--- src/sv/cte_pkg.sv ---
// Shared types, widths and constant tables for the calendar to epoch time unit.
// Used by cte_calendar, cte_scale and calendar_to_epoch_time_unit; depends on nothing.
package cte_pkg;

  localparam int YearW  = 14;
  localparam int DaysW  = 24;
  localparam int SodW   = 19;
  localparam int FracW  = 30;
  localparam int TotalW = 41;
  localparam int ScaleW = 50;
  localparam int HalfW  = 25;
  localparam int ProdW  = TotalW + HalfW + 1;
  localparam int ExactW = ProdW + HalfW + 1;
  localparam int TsW    = 64;

  localparam logic [3:0] LastMonth = 4'd11;
  localparam logic [3:0] February  = 4'd1;

  // Day count of 1970-01-01 relative to the biased leap-day sum, including the one
  // subtracted for a day of month that starts at 1.
  localparam logic [DaysW-1:0] DayBias = 24'd719625;

  // Offset that keeps the year minus one positive before the leap-day divisions.
  localparam logic [14:0] YearShift = 15'd399;

  localparam logic [12:0] Recip25 = 13'd5243;
  localparam int Recip25Shift = 17;

  typedef struct packed {
    logic                    valid;
    logic signed [DaysW-1:0] days;
    logic signed [SodW-1:0]  sod;
    logic [FracW-1:0]        frac;
  } cte_sec_t;

  function automatic logic [8:0] month_start(input logic [3:0] mon);
    logic [8:0] r;
    unique case (mon)
      4'd0:    r = 9'd0;
      4'd1:    r = 9'd31;
      4'd2:    r = 9'd59;
      4'd3:    r = 9'd90;
      4'd4:    r = 9'd120;
      4'd5:    r = 9'd151;
      4'd6:    r = 9'd181;
      4'd7:    r = 9'd212;
      4'd8:    r = 9'd243;
      4'd9:    r = 9'd273;
      4'd10:   r = 9'd304;
      default: r = 9'd334;
    endcase
    return r;
  endfunction

  function automatic logic [ScaleW-1:0] pow10(input logic [3:0] p);
    logic [ScaleW-1:0] r;
    unique case (p)
      4'd0:    r = 50'd1;
      4'd1:    r = 50'd10;
      4'd2:    r = 50'd100;
      4'd3:    r = 50'd1000;
      4'd4:    r = 50'd10000;
      4'd5:    r = 50'd100000;
      4'd6:    r = 50'd1000000;
      4'd7:    r = 50'd10000000;
      4'd8:    r = 50'd100000000;
      4'd9:    r = 50'd1000000000;
      4'd10:   r = 50'd10000000000;
      4'd11:   r = 50'd100000000000;
      4'd12:   r = 50'd1000000000000;
      4'd13:   r = 50'd10000000000000;
      4'd14:   r = 50'd100000000000000;
      default: r = 50'd1000000000000000;
    endcase
    return r;
  endfunction

  // Floor division by 25 through a scaled reciprocal, exact for all 15-bit inputs.
  function automatic logic [10:0] div25(input logic [14:0] x);
    logic [27:0] prod;
    prod = {13'd0, x} * {15'd0, Recip25};
    return prod[27:Recip25Shift];
  endfunction

endpackage

--- src/sv/cte_calendar.sv ---
// Calendar stages: leap-day divisions, then day count and second of day.
// Depends on cte_pkg.
module cte_calendar (
  input  logic                  clk,
  input  logic                  rst,
  input  logic                  in_valid,
  input  logic [13:0]           year,
  input  logic [3:0]            month,
  input  logic [4:0]            day_of_month,
  input  logic [4:0]            hour,
  input  logic [5:0]            minute,
  input  logic [5:0]            second,
  input  logic signed [17:0]    utc_offset,
  input  logic [29:0]           fraction,
  output cte_pkg::cte_sec_t     sec_out
);
  import cte_pkg::*;

  logic [14:0] shifted_year;
  logic        s1_valid;
  logic [YearW-1:0] s1_year;
  logic [12:0] s1_quart;
  logic [10:0] s1_q100;
  logic [10:0] s1_q400;
  logic [10:0] s1_q25;
  logic [3:0]  s1_mon;
  logic [4:0]  s1_mday;
  logic [4:0]  s1_hour;
  logic [5:0]  s1_min;
  logic [5:0]  s1_sec;
  logic [17:0] s1_off;
  logic [FracW-1:0] s1_frac;

  logic        div_by_25;
  logic        leap;
  logic        leap_adj;
  logic [DaysW-1:0] year_days;
  logic [DaysW-1:0] days_next;
  logic [SodW-1:0]  sod_next;

  assign shifted_year = {1'b0, year} + YearShift;

  always_ff @(posedge clk) begin
    if (rst) begin
      s1_valid <= 1'b0;
    end else begin
      s1_valid <= in_valid;
    end
    s1_year  <= year;
    s1_quart <= shifted_year[14:2];
    s1_q100  <= div25({2'b0, shifted_year[14:2]});
    s1_q400  <= div25({4'b0, shifted_year[14:4]});
    s1_q25   <= div25({1'b0, year});
    s1_mon   <= (month > LastMonth) ? LastMonth : month;
    s1_mday  <= day_of_month;
    s1_hour  <= hour;
    s1_min   <= minute;
    s1_sec   <= second;
    s1_off   <= utc_offset;
    s1_frac  <= fraction;
  end

  always_comb begin
    div_by_25 = (s1_year == 14'({3'b0, s1_q25} * 14'd25));
    leap      = (s1_year[1:0] == 2'b00) && (!div_by_25 || (s1_year[3:0] == 4'b0000));
    leap_adj  = (s1_mon > February) && leap;
    year_days = {10'd0, s1_year} * 24'd365;
    days_next = year_days + {11'd0, s1_quart} - {13'd0, s1_q100} + {13'd0, s1_q400}
              + {15'd0, month_start(s1_mon)} + {23'd0, leap_adj} + {19'd0, s1_mday}
              - DayBias;
    sod_next  = {14'd0, s1_hour} * 19'd3600 + {13'd0, s1_min} * 19'd60 + {13'd0, s1_sec}
              - {s1_off[17], s1_off};
  end

  always_ff @(posedge clk) begin
    if (rst) begin
      sec_out.valid <= 1'b0;
    end else begin
      sec_out.valid <= s1_valid;
    end
    sec_out.days <= $signed(days_next);
    sec_out.sod  <= $signed(sod_next);
    sec_out.frac <= s1_frac;
  end

endmodule

--- config.mk ---
export PLATFORM = sky130hd
export DESIGN_NAME = cte_calendar
export DESIGN_NICKNAME = d
export VERILOG_FILES = /design/src/sv/cte_pkg.sv /design/src/sv/cte_calendar.sv
export SDC_FILE = /design/constraint.sdc
export NUM_CORES = 1
export LEC_CHECK = 0
export ABC_AREA = 1
export BUFFER_PORTS_ARGS = -buffer_cell sky130_fd_sc_hd__buf_2
export CAP_MARGIN = 10
export CORE_UTILIZATION = 50
export CTS_BUF_LIST = sky130_fd_sc_hd__clkbuf_8 sky130_fd_sc_hd__clkbuf_16
export DETAILED_ROUTE_END_ITERATION = 16
export HOLD_SLACK_MARGIN = 0.1
export PLACE_DENSITY = 0.75
export SYNTH_ARGS = -nofsm -noshare
export SYNTH_HDL_FRONTEND = slang
export SYNTH_SLANG_ARGS = --single-unit
--- constraint.sdc ---
create_clock -name clk -period 6.93 [get_ports clk]
set_input_delay 0.3465 -clock clk [delete_from_list [all_inputs] [get_ports clk]]
set_output_delay 0.3465 -clock clk [all_outputs]
set_load 0.03 [all_outputs]
Word level (Yosys, flattened, before mapping). Memory sizes are Yosys's and may differ from the RTL's. A register that Yosys moved wholly into a read port is not among the register bits. Cells that the tools add are included.

Latch bits: 0. Input port bits: 91. Output and inout port bits: 74. Register bits after elaboration: 202. Word-level logic and storage cells: 46. Memory bits (writable): 0. Memories kept: 1. Memory bits (read-only): 144.

Bitwise operators: 0. Add/sub/neg operators: 11. Multiplexer cells: 1. Shift operators: 0. Reduce and logical (&&, ||, !) cells: 6. Multiply operators: 7. Equality and inequality tests: 1. Div/mod/pow operators: 0. $lt $le $gt $ge: 2.

Memory list: (name not given) (words 16, width 9, read ports 1, clocked after Yosys merged registers in 1, wr ports 0, line cte_pkg.sv:38) `unique case (mon)`.

Operator list (count): $mul A14 B13 Y27 const B (1); $mul A13 B13 Y26 const B (1); $add A23 B13 Y24 (1); $add A24 B1 Y24 (1); $add A24 B5 Y24 (1); $add A24 B7 Y24 (1); $add A24 B9 Y24 (1); $mul A11 B13 Y24 const B (1); $sub A24 B20 Y24 const B (1); $sub A24 B9 Y24 (1); $mul A14 B9 Y23 const B (1); $add A18 B6 Y19 (1); $sub A19 B19 Y19 (1); $add A17 B12 Y18 (1); $add A14 B9 Y15 const B (1); $eq A14 B14 Y1 (1); $mul A10 B5 Y14 const B (1); $mul A5 B8 Y13 const B (1); $mul A6 B4 Y10 const B (1); $gt A4 B1 Y1 const B (1); $gt A4 B4 Y1 const B (1); $logic_not A4 Y1 (1); $mux W4 (1); $logic_and A1 B1 Y1 (2); 3 further kinds (3).

Longest topological paths before layout. Gate-level depths: netlist of run 1.

Depth after elaboration: 9. Gate-level depth with buffers: 33. Mapped depth without buffers: 33.

Worst setup path after synthesis of run 1. OpenSTA, ideal clock, no wires.

Path kind: flip-flop to flip-flop. From: reg s1_q25[2]. To: reg sec_out[65] (netlist bit). Stages on the path, launching flop included: 32. Arrival: 6.027 ns. Path buffers: 0. Path slack: 0.776 ns. Library setup time: 0.127 ns. Cell sequence: dfxtp_1 > ha_1 > ha_1 > fa_1 > ha_1 > nand2_1 > nand2_1 > a21oi_1 > nand2_1 > nand2_1 > nand2_1 > nand2_1 > nand2_1 > nand2_1 > nand2_1 > nor2_1 > nor2_1 > fa_1 > ha_1 > ha_1 > ha_1 > inv_1 > fa_1 > fa_1 > inv_1 > ha_1 > fa_1 > nand3_1 > nand2_2 > a21boi_1 > o21ai_0 > xor2_1.

Cells in the longest elaborated chain, start to end: 9.

RTL lines: from (decl) (line cte_calendar.sv:25) `logic [10:0] s1_q25;`; from (signal assigned) (line cte_calendar.sv:53) `s1_q25 <= div25({1'b0, year});`; $mul A10 B5 Y14 (line cte_calendar.sv:64) `div_by_25 = (s1_year == 14'({3'b0, s1_q25} * 14'd25));`; $eq A14 B14 Y1 (line cte_calendar.sv:64); $logic_not A1 Y1 (line cte_calendar.sv:65) `leap = (s1_year[1:0] == 2'b00) && (!div_by_25 || (s1_year[3:0] == 4'b0000));`; $logic_or A1 B1 Y1 (line cte_calendar.sv:65); $logic_and A1 B1 Y1 (line cte_calendar.sv:65); $logic_and A1 B1 Y1 (line cte_calendar.sv:66) `leap_adj = (s1_mon > February) && leap;`; $add A24 B1 Y24 (line cte_calendar.sv:69) `+ {15'd0, month_start(s1_mon)} + {23'd0, leap_adj} + {19'd0, s1_mday}`; $add A24 B5 Y24 (line cte_calendar.sv:69); $sub A24 B20 Y24 (line cte_calendar.sv:70) `- DayBias;`; named net days_next[16] (line cte_calendar.sv:38) `logic [DaysW-1:0] days_next;`; to (decl) (line cte_calendar.sv:15) `output cte_pkg::cte_sec_t sec_out`.

The timed path passes the listed nets, and every way through them passes these cells. A chain may end at the register's enable or synchronous reset.

Worst setup path in the final report of run 1.
From: reg s1_q25[2]. To: reg sec_out[71] (netlist bit).

Same word-level chain as after synthesis.

==> results of run 1 <==
## per-layer routing
| metal | wire, um | up-vias | share of wire, % |
|---|---|---|---|
| li1 | - | 8163 | - |
| met1 | 23620 | 7984 | 44 |
| met2 | 25770 | 382 | 48 |
| met3 | 2262 | 90 | 4.2 |
| met4 | 1601 | 0 | 3.0 |
| met5 | 0 | - | 0 |
## cell type report
type	instances	area, um2	share of cell area, %
timing repair buffer	264	1789	6.910
tap	592	740.7	2.861
inverter	611	2293	8.858
multi-input combinational	1612	16100	62.18
clock buffer	26	616.8	2.382
clock inverter	15	148.9	0.5750
sequential	210	4204	16.24
## placed cells by master (no fill, tap or decap), drive strengths merged, types with 61 or more instances in the layout
cell type | synthesis | final
nor2 | 108 | 108
dlygate4sd3 | 0 | 87
fa | 285 | 285
nand2 | 321 | 321
a21oi | 104 | 104
o21ai | 61 | 61
ha | 477 | 477
nand3 | 67 | 67
buf | 1 | 177
dfxtp | 210 | 210
inv | 611 | 619
## worst reg2reg max path, delay by kind of cell (launching register included)
kind	cells	cell delay, ns
adder cells (fa/ha/maj)	12	4.19
flip-flops	1	0.34
buffers and inverters	2	0.11
AND/OR/NAND/NOR	16	1.40
AO/OA/AOI/OAI	2	0.23
XOR/XNOR	1	0.14
## per-stage QoR
step / util, % / worst slack [ns] / hold slack, ns / instances / area (um2)
2_1_floorplan: - / 0.7763 / 0.3096 / 2435 / 22580
3_3_place_gp: 54.55 / 0.2262 / 0.3096 / 3202 / 24230
3_5_place_dp: 54.55 / 0.09178 / 0.3121 / 3202 / 24230
4_1_cts: 58.24 / 0.09392 / 0.1582 / 3330 / 25860
5_1_grt: 58.30 / 0.06623 / 0.1678 / 3330 / 25890
6_report: 58.30 / 0.3765 / 0.1941 / 3330 / 25890
## cell families (layout without fill, tap and decap cells)
logic type | count (synthesis) | count (layout) | synth area share, %
XOR/XNOR | 80 | 80 | 3.103
flip-flops | 210 | 210 | 18.62
buffers and inverters | 613 | 916 | 10.20
AO/OA/AOI/OAI | 221 | 221 | 5.819
adder cells (fa/ha/maj) | 762 | 762 | 51.70
AND/OR/NAND/NOR | 549 | 549 | 10.56
## sequential cells by signal, indices dropped and copies added (netlist names), 7 cells and up, named ones only
| name | cells |
|---|---|
| sec_out | 74 |
| s1_frac | 30 |
| s1_off | 18 |
| s1_year | 14 |
| s1_quart | 13 |
| s1_q25 | 10 |
| s1_q100 | 9 |
| s1_q400 | 7 |
## what timing repair did
action	4_1_cts	5_1_grt
gates resized for setup	0	8
hold buffers	87	0
endpoints found under the setup margin	0	6
hold endpoints to repair	89	0
## path summary, 6_finish.rpt
path,start,to,slack (ns),cells past startpoint
setup / recovery,s1_q25[2],sec_out[71],0.38,33
setup reg to reg,s1_q25[2],sec_out[71],0.38,33
hold reg to reg,s1_frac[6],sec_out[6],0.33,0
hold / removal,month[2],s1_mon[2],0.19,3
==> qor.txt, run 1 <==
Worst min path class: in2reg
CP most frequent cell: nand2_1
Critical Path RT: 7.36 ns
Leading area contributor after synthesis: ha_1
Initial core utilization: 50.84%
Tmin final: 6.554 ns
Slew @ Worst Pin: 0.7871 ns
N_diodes: 0
Crit path launch type: flop
Pins Over Slew Limit: 0
Clock transition at path regs: 0.06 ns
Total Neg Setup Slack: 0 ns
Global-route usage over all layers: 23.73%
CTS H-tree depth: 1
DRT Wirelength: 53250 um
Post-synth EDFFs: 0
DR DRC count: 0
CP max stage delay: 0.54 ns
Most frequent cell after synthesis: inv_1
Fin crit share: 94.57%
Cts bufs inserted: 23
Synth top area cells: ha_1, fa_1, dfxtp_1, inv_1, nand2_1
Initial antenna violation count: 1
Worst Path Max Fanout: 7
Vias/cell: 4.991
CP delay by family, top: adder cells
Ratio of cells with drive above 1 in the final layout: 9.861%
Post-Syn Area per Cell: 9.272 um2
Detail Placement HPWL: 44790 um
Ys flop type: dfxtp_1
Post-synth ARST share: 0%
CP Buf/Inv Count: 2
Commonest cells in the netlist: inv_1, ha_1, nand2_1, fa_1, dfxtp_1
Worst path arrival time: 6.99 ns
Clock Skew: 0.01400 ns
Overflow after GRT: 0
Seq cells post-synth: 210
Status: finished clean
IO Count: 165
First-pass GRT wire length: 87870 um
Setup-failing EPs final: 0
Crit end category: flop
TritonRoute pass-1 iters: 5
Postcts setup bufs: 0
# Max-Cap Violations: 0
Met1 Track Usage GR: 30.86%
Fmax: 152.6 MHz
Mapped Nets: 3288
Port bufs: 164
WL per Instance: 15.99 um
Detail Route Antenna Nets: 0
RSZ-0062 raised after global routing: no
Post-Synthesis Cell Area: 22580 um2
Layout area overhead: 14.68%
Vias in the first global route: 17710
Fin. Hold Viols: 0
Nets: 3575
Die width: 214.5 um
Critical Setup Path Class: reg2reg
Synth top area share: 26.43%
CTS Sinks: 210
Core footprint: 44410 um2
Distinct cells, synth: 47
Root Driver: clkbuf_16
Most Used Layer, Global Route: met2
Syn Inst Count: 2435
CTS tree: done
Rows: 77
Pin count of the biggest net entering global routing: 15
Syn. warnings: 0
Met2 Use GR: 41.37%
GP Congestion: 0.9346
Vias: 16620
Violation count after the first detailed-route iteration: 918
Met3 Use GR: 2.525%
Register area share after synthesis: 18.62%
Die ar.: 46010 um2
Clock Tree Buf Depth: 3
Die Ht: 214.5 um
CP max stage cell: fa_1
Clock latency on the worst-skew pair: 0.55 ns
Fill cell count: 3706
Slew HR: 47.15%
Power of run 1 is left out: the tool's default activity adds up to more than one toggle a clock period on the data nets, which glitch-free logic cannot reach.
==> run 2: changes to the inputs <==
- CORE_MARGIN: unset -> 4
- CTS_BUF_LIST: sky130_fd_sc_hd__clkbuf_8 sky130_fd_sc_hd__clkbuf_16 -> sky130_fd_sc_hd__clkbuf_8
- CTS_CLUSTER_DIAMETER: unset -> 40
==> qor.txt, run 2 (synthesized netlist as in run 1, its figures left out) <==
Violation count after the first detailed-route iteration: 646
Setup-failing EPs final: 0
Most frequent cells in the layout: inv_1, ha_1, nand2_1
Fin. Hold Viols: 0
# Max-Cap Violations: 0
Total Neg Setup Slack: 0 ns
Reg with most FFs: sec_out
Die width: 220.5 um
Critical Setup Path Class: reg2reg
CTS H-tree depth: 2
Detail Route Antenna Nets: 0
Global-route usage over all layers: 22.51%
Number of flip-flops in the largest register: 74
CP most frequent cell: nand2_1
IO Count: 165
Overflow after GRT: 0
CTS tree: done
WL per Instance: 15.96 um
Setup ws final: 0.4111 ns
DR DRC count: 0
Critical Path RT: 7.37 ns
Rows: 77
Clock Tree Buf Depth: 3
GP Congestion: 0.9319
Initial antenna violation count: 1
Dpl ws: 0.1016 ns
Pins Over Slew Limit: 0
Port bufs: 164
Clock Skew: 0.03515 ns
Detail Placement HPWL: 45240 um
N_diodes: 0
Fin crit share: 94.07%
CP max stage delay: 0.54 ns
Cts bufs inserted: 40
Core footprint: 44410 um2
Crit end category: flop
Vias: 16640
Post-layout util: 58.69%
Vias/cell: 4.941
Die Ht: 220.5 um
Slew @ Worst Pin: 0.8453 ns
Biggest registers after layout: sec_out x74, s1_frac x30, s1_off x18
Nets: 3597
Clock latency on the worst-skew pair: 0.59 ns
Slew HR: 43.44%
Layout area overhead: 15.44%
Pin count of the biggest net entering global routing: 12
Met2 wire len: 26580 um
Wire length on met3: 2685 um
RSZ-0062 raised after global routing: no
Highest routed layer: met5
Status: finished clean
Fill cell count: 3741
Worst Path Max Fanout: 5
Clock transition at path regs: 0.06 ns
Met1 Wirelength: 22860 um
Die ar.: 48620 um2
Vias in the first global route: 17890
First-pass GRT wire length: 87510 um
Fmax: 153.4 MHz
Most common cell after layout, fill and taps aside: inv_1
TritonRoute pass-1 iters: 5
Worst min path class: reg2reg
WHS: 0.3265 ns
Tmin final: 6.519 ns
Initial core utilization: 50.84%
Ratio of cells with drive above 1 in the final layout: 10.95%
Root Driver: clkbuf_8
DRT Wirelength: 53720 um
CP max stage cell: fa_1
CTS Sinks: 210
Crit path launch type: flop
Worst path arrival time: 6.96 ns
==> run 2: worst paths after layout <==
path                    from          end  slack, ns  cells past startpoint
setup / recovery   s1_q25[3]  sec_out[71]       0.41                     32
hold reg to reg   s1_frac[5]   sec_out[5]       0.33                      0
hold / removal    s1_frac[5]   sec_out[5]       0.33                      0
setup reg to reg   s1_q25[3]  sec_out[71]       0.41                     32
==> run 2: repair_timing <==
action	in CTS	in global routing
setup endpoints to repair	0	6
buffers inserted	0	1
gates resized for setup	0	8
hold buffers	90	0
endpoints found under the hold margin	93	0
==> run 2: final cells by class <==
cell class	count	area (um2)	area share, %
multi-input cells	1612	16100	61.76
flip-flops and latches	210	4204	16.13
inverters	611	2293	8.799
repair buffers	269	1834	7.037
well taps	592	740.7	2.842
clock buffers	46	633.1	2.429
clock inverters	27	261.5	1.003
==> run 2: critical path: cells and delay by family (launching register included) <==
kind / cells / cell delay (ns)
xor+xnor: 1 / 0.14
compound gates: 1 / 0.06
flops: 1 / 0.34
simple gates: 15 / 1.39
fa+ha+maj: 12 / 4.22
buf+inv: 3 / 0.20
==> run 2: metrics by stage <==
stage,std cells,instance area (um2)
after CTS,3366,26030
after global routing,3367,26070
after global placement,3203,24240
final,3367,26070
after detailed placement,3203,24240
after floorplan,2435,22580
==> run 2: per-layer routing <==
metal | vias to the layer above | track usage, %
met5 | - | 0
li1 | 8226 | -
met3 | 105 | 4.051
met4 | 2 | 7.031
met1 | 7936 | 27.91
met2 | 368 | 39.98
Power of run 2 is left out for the same reason.
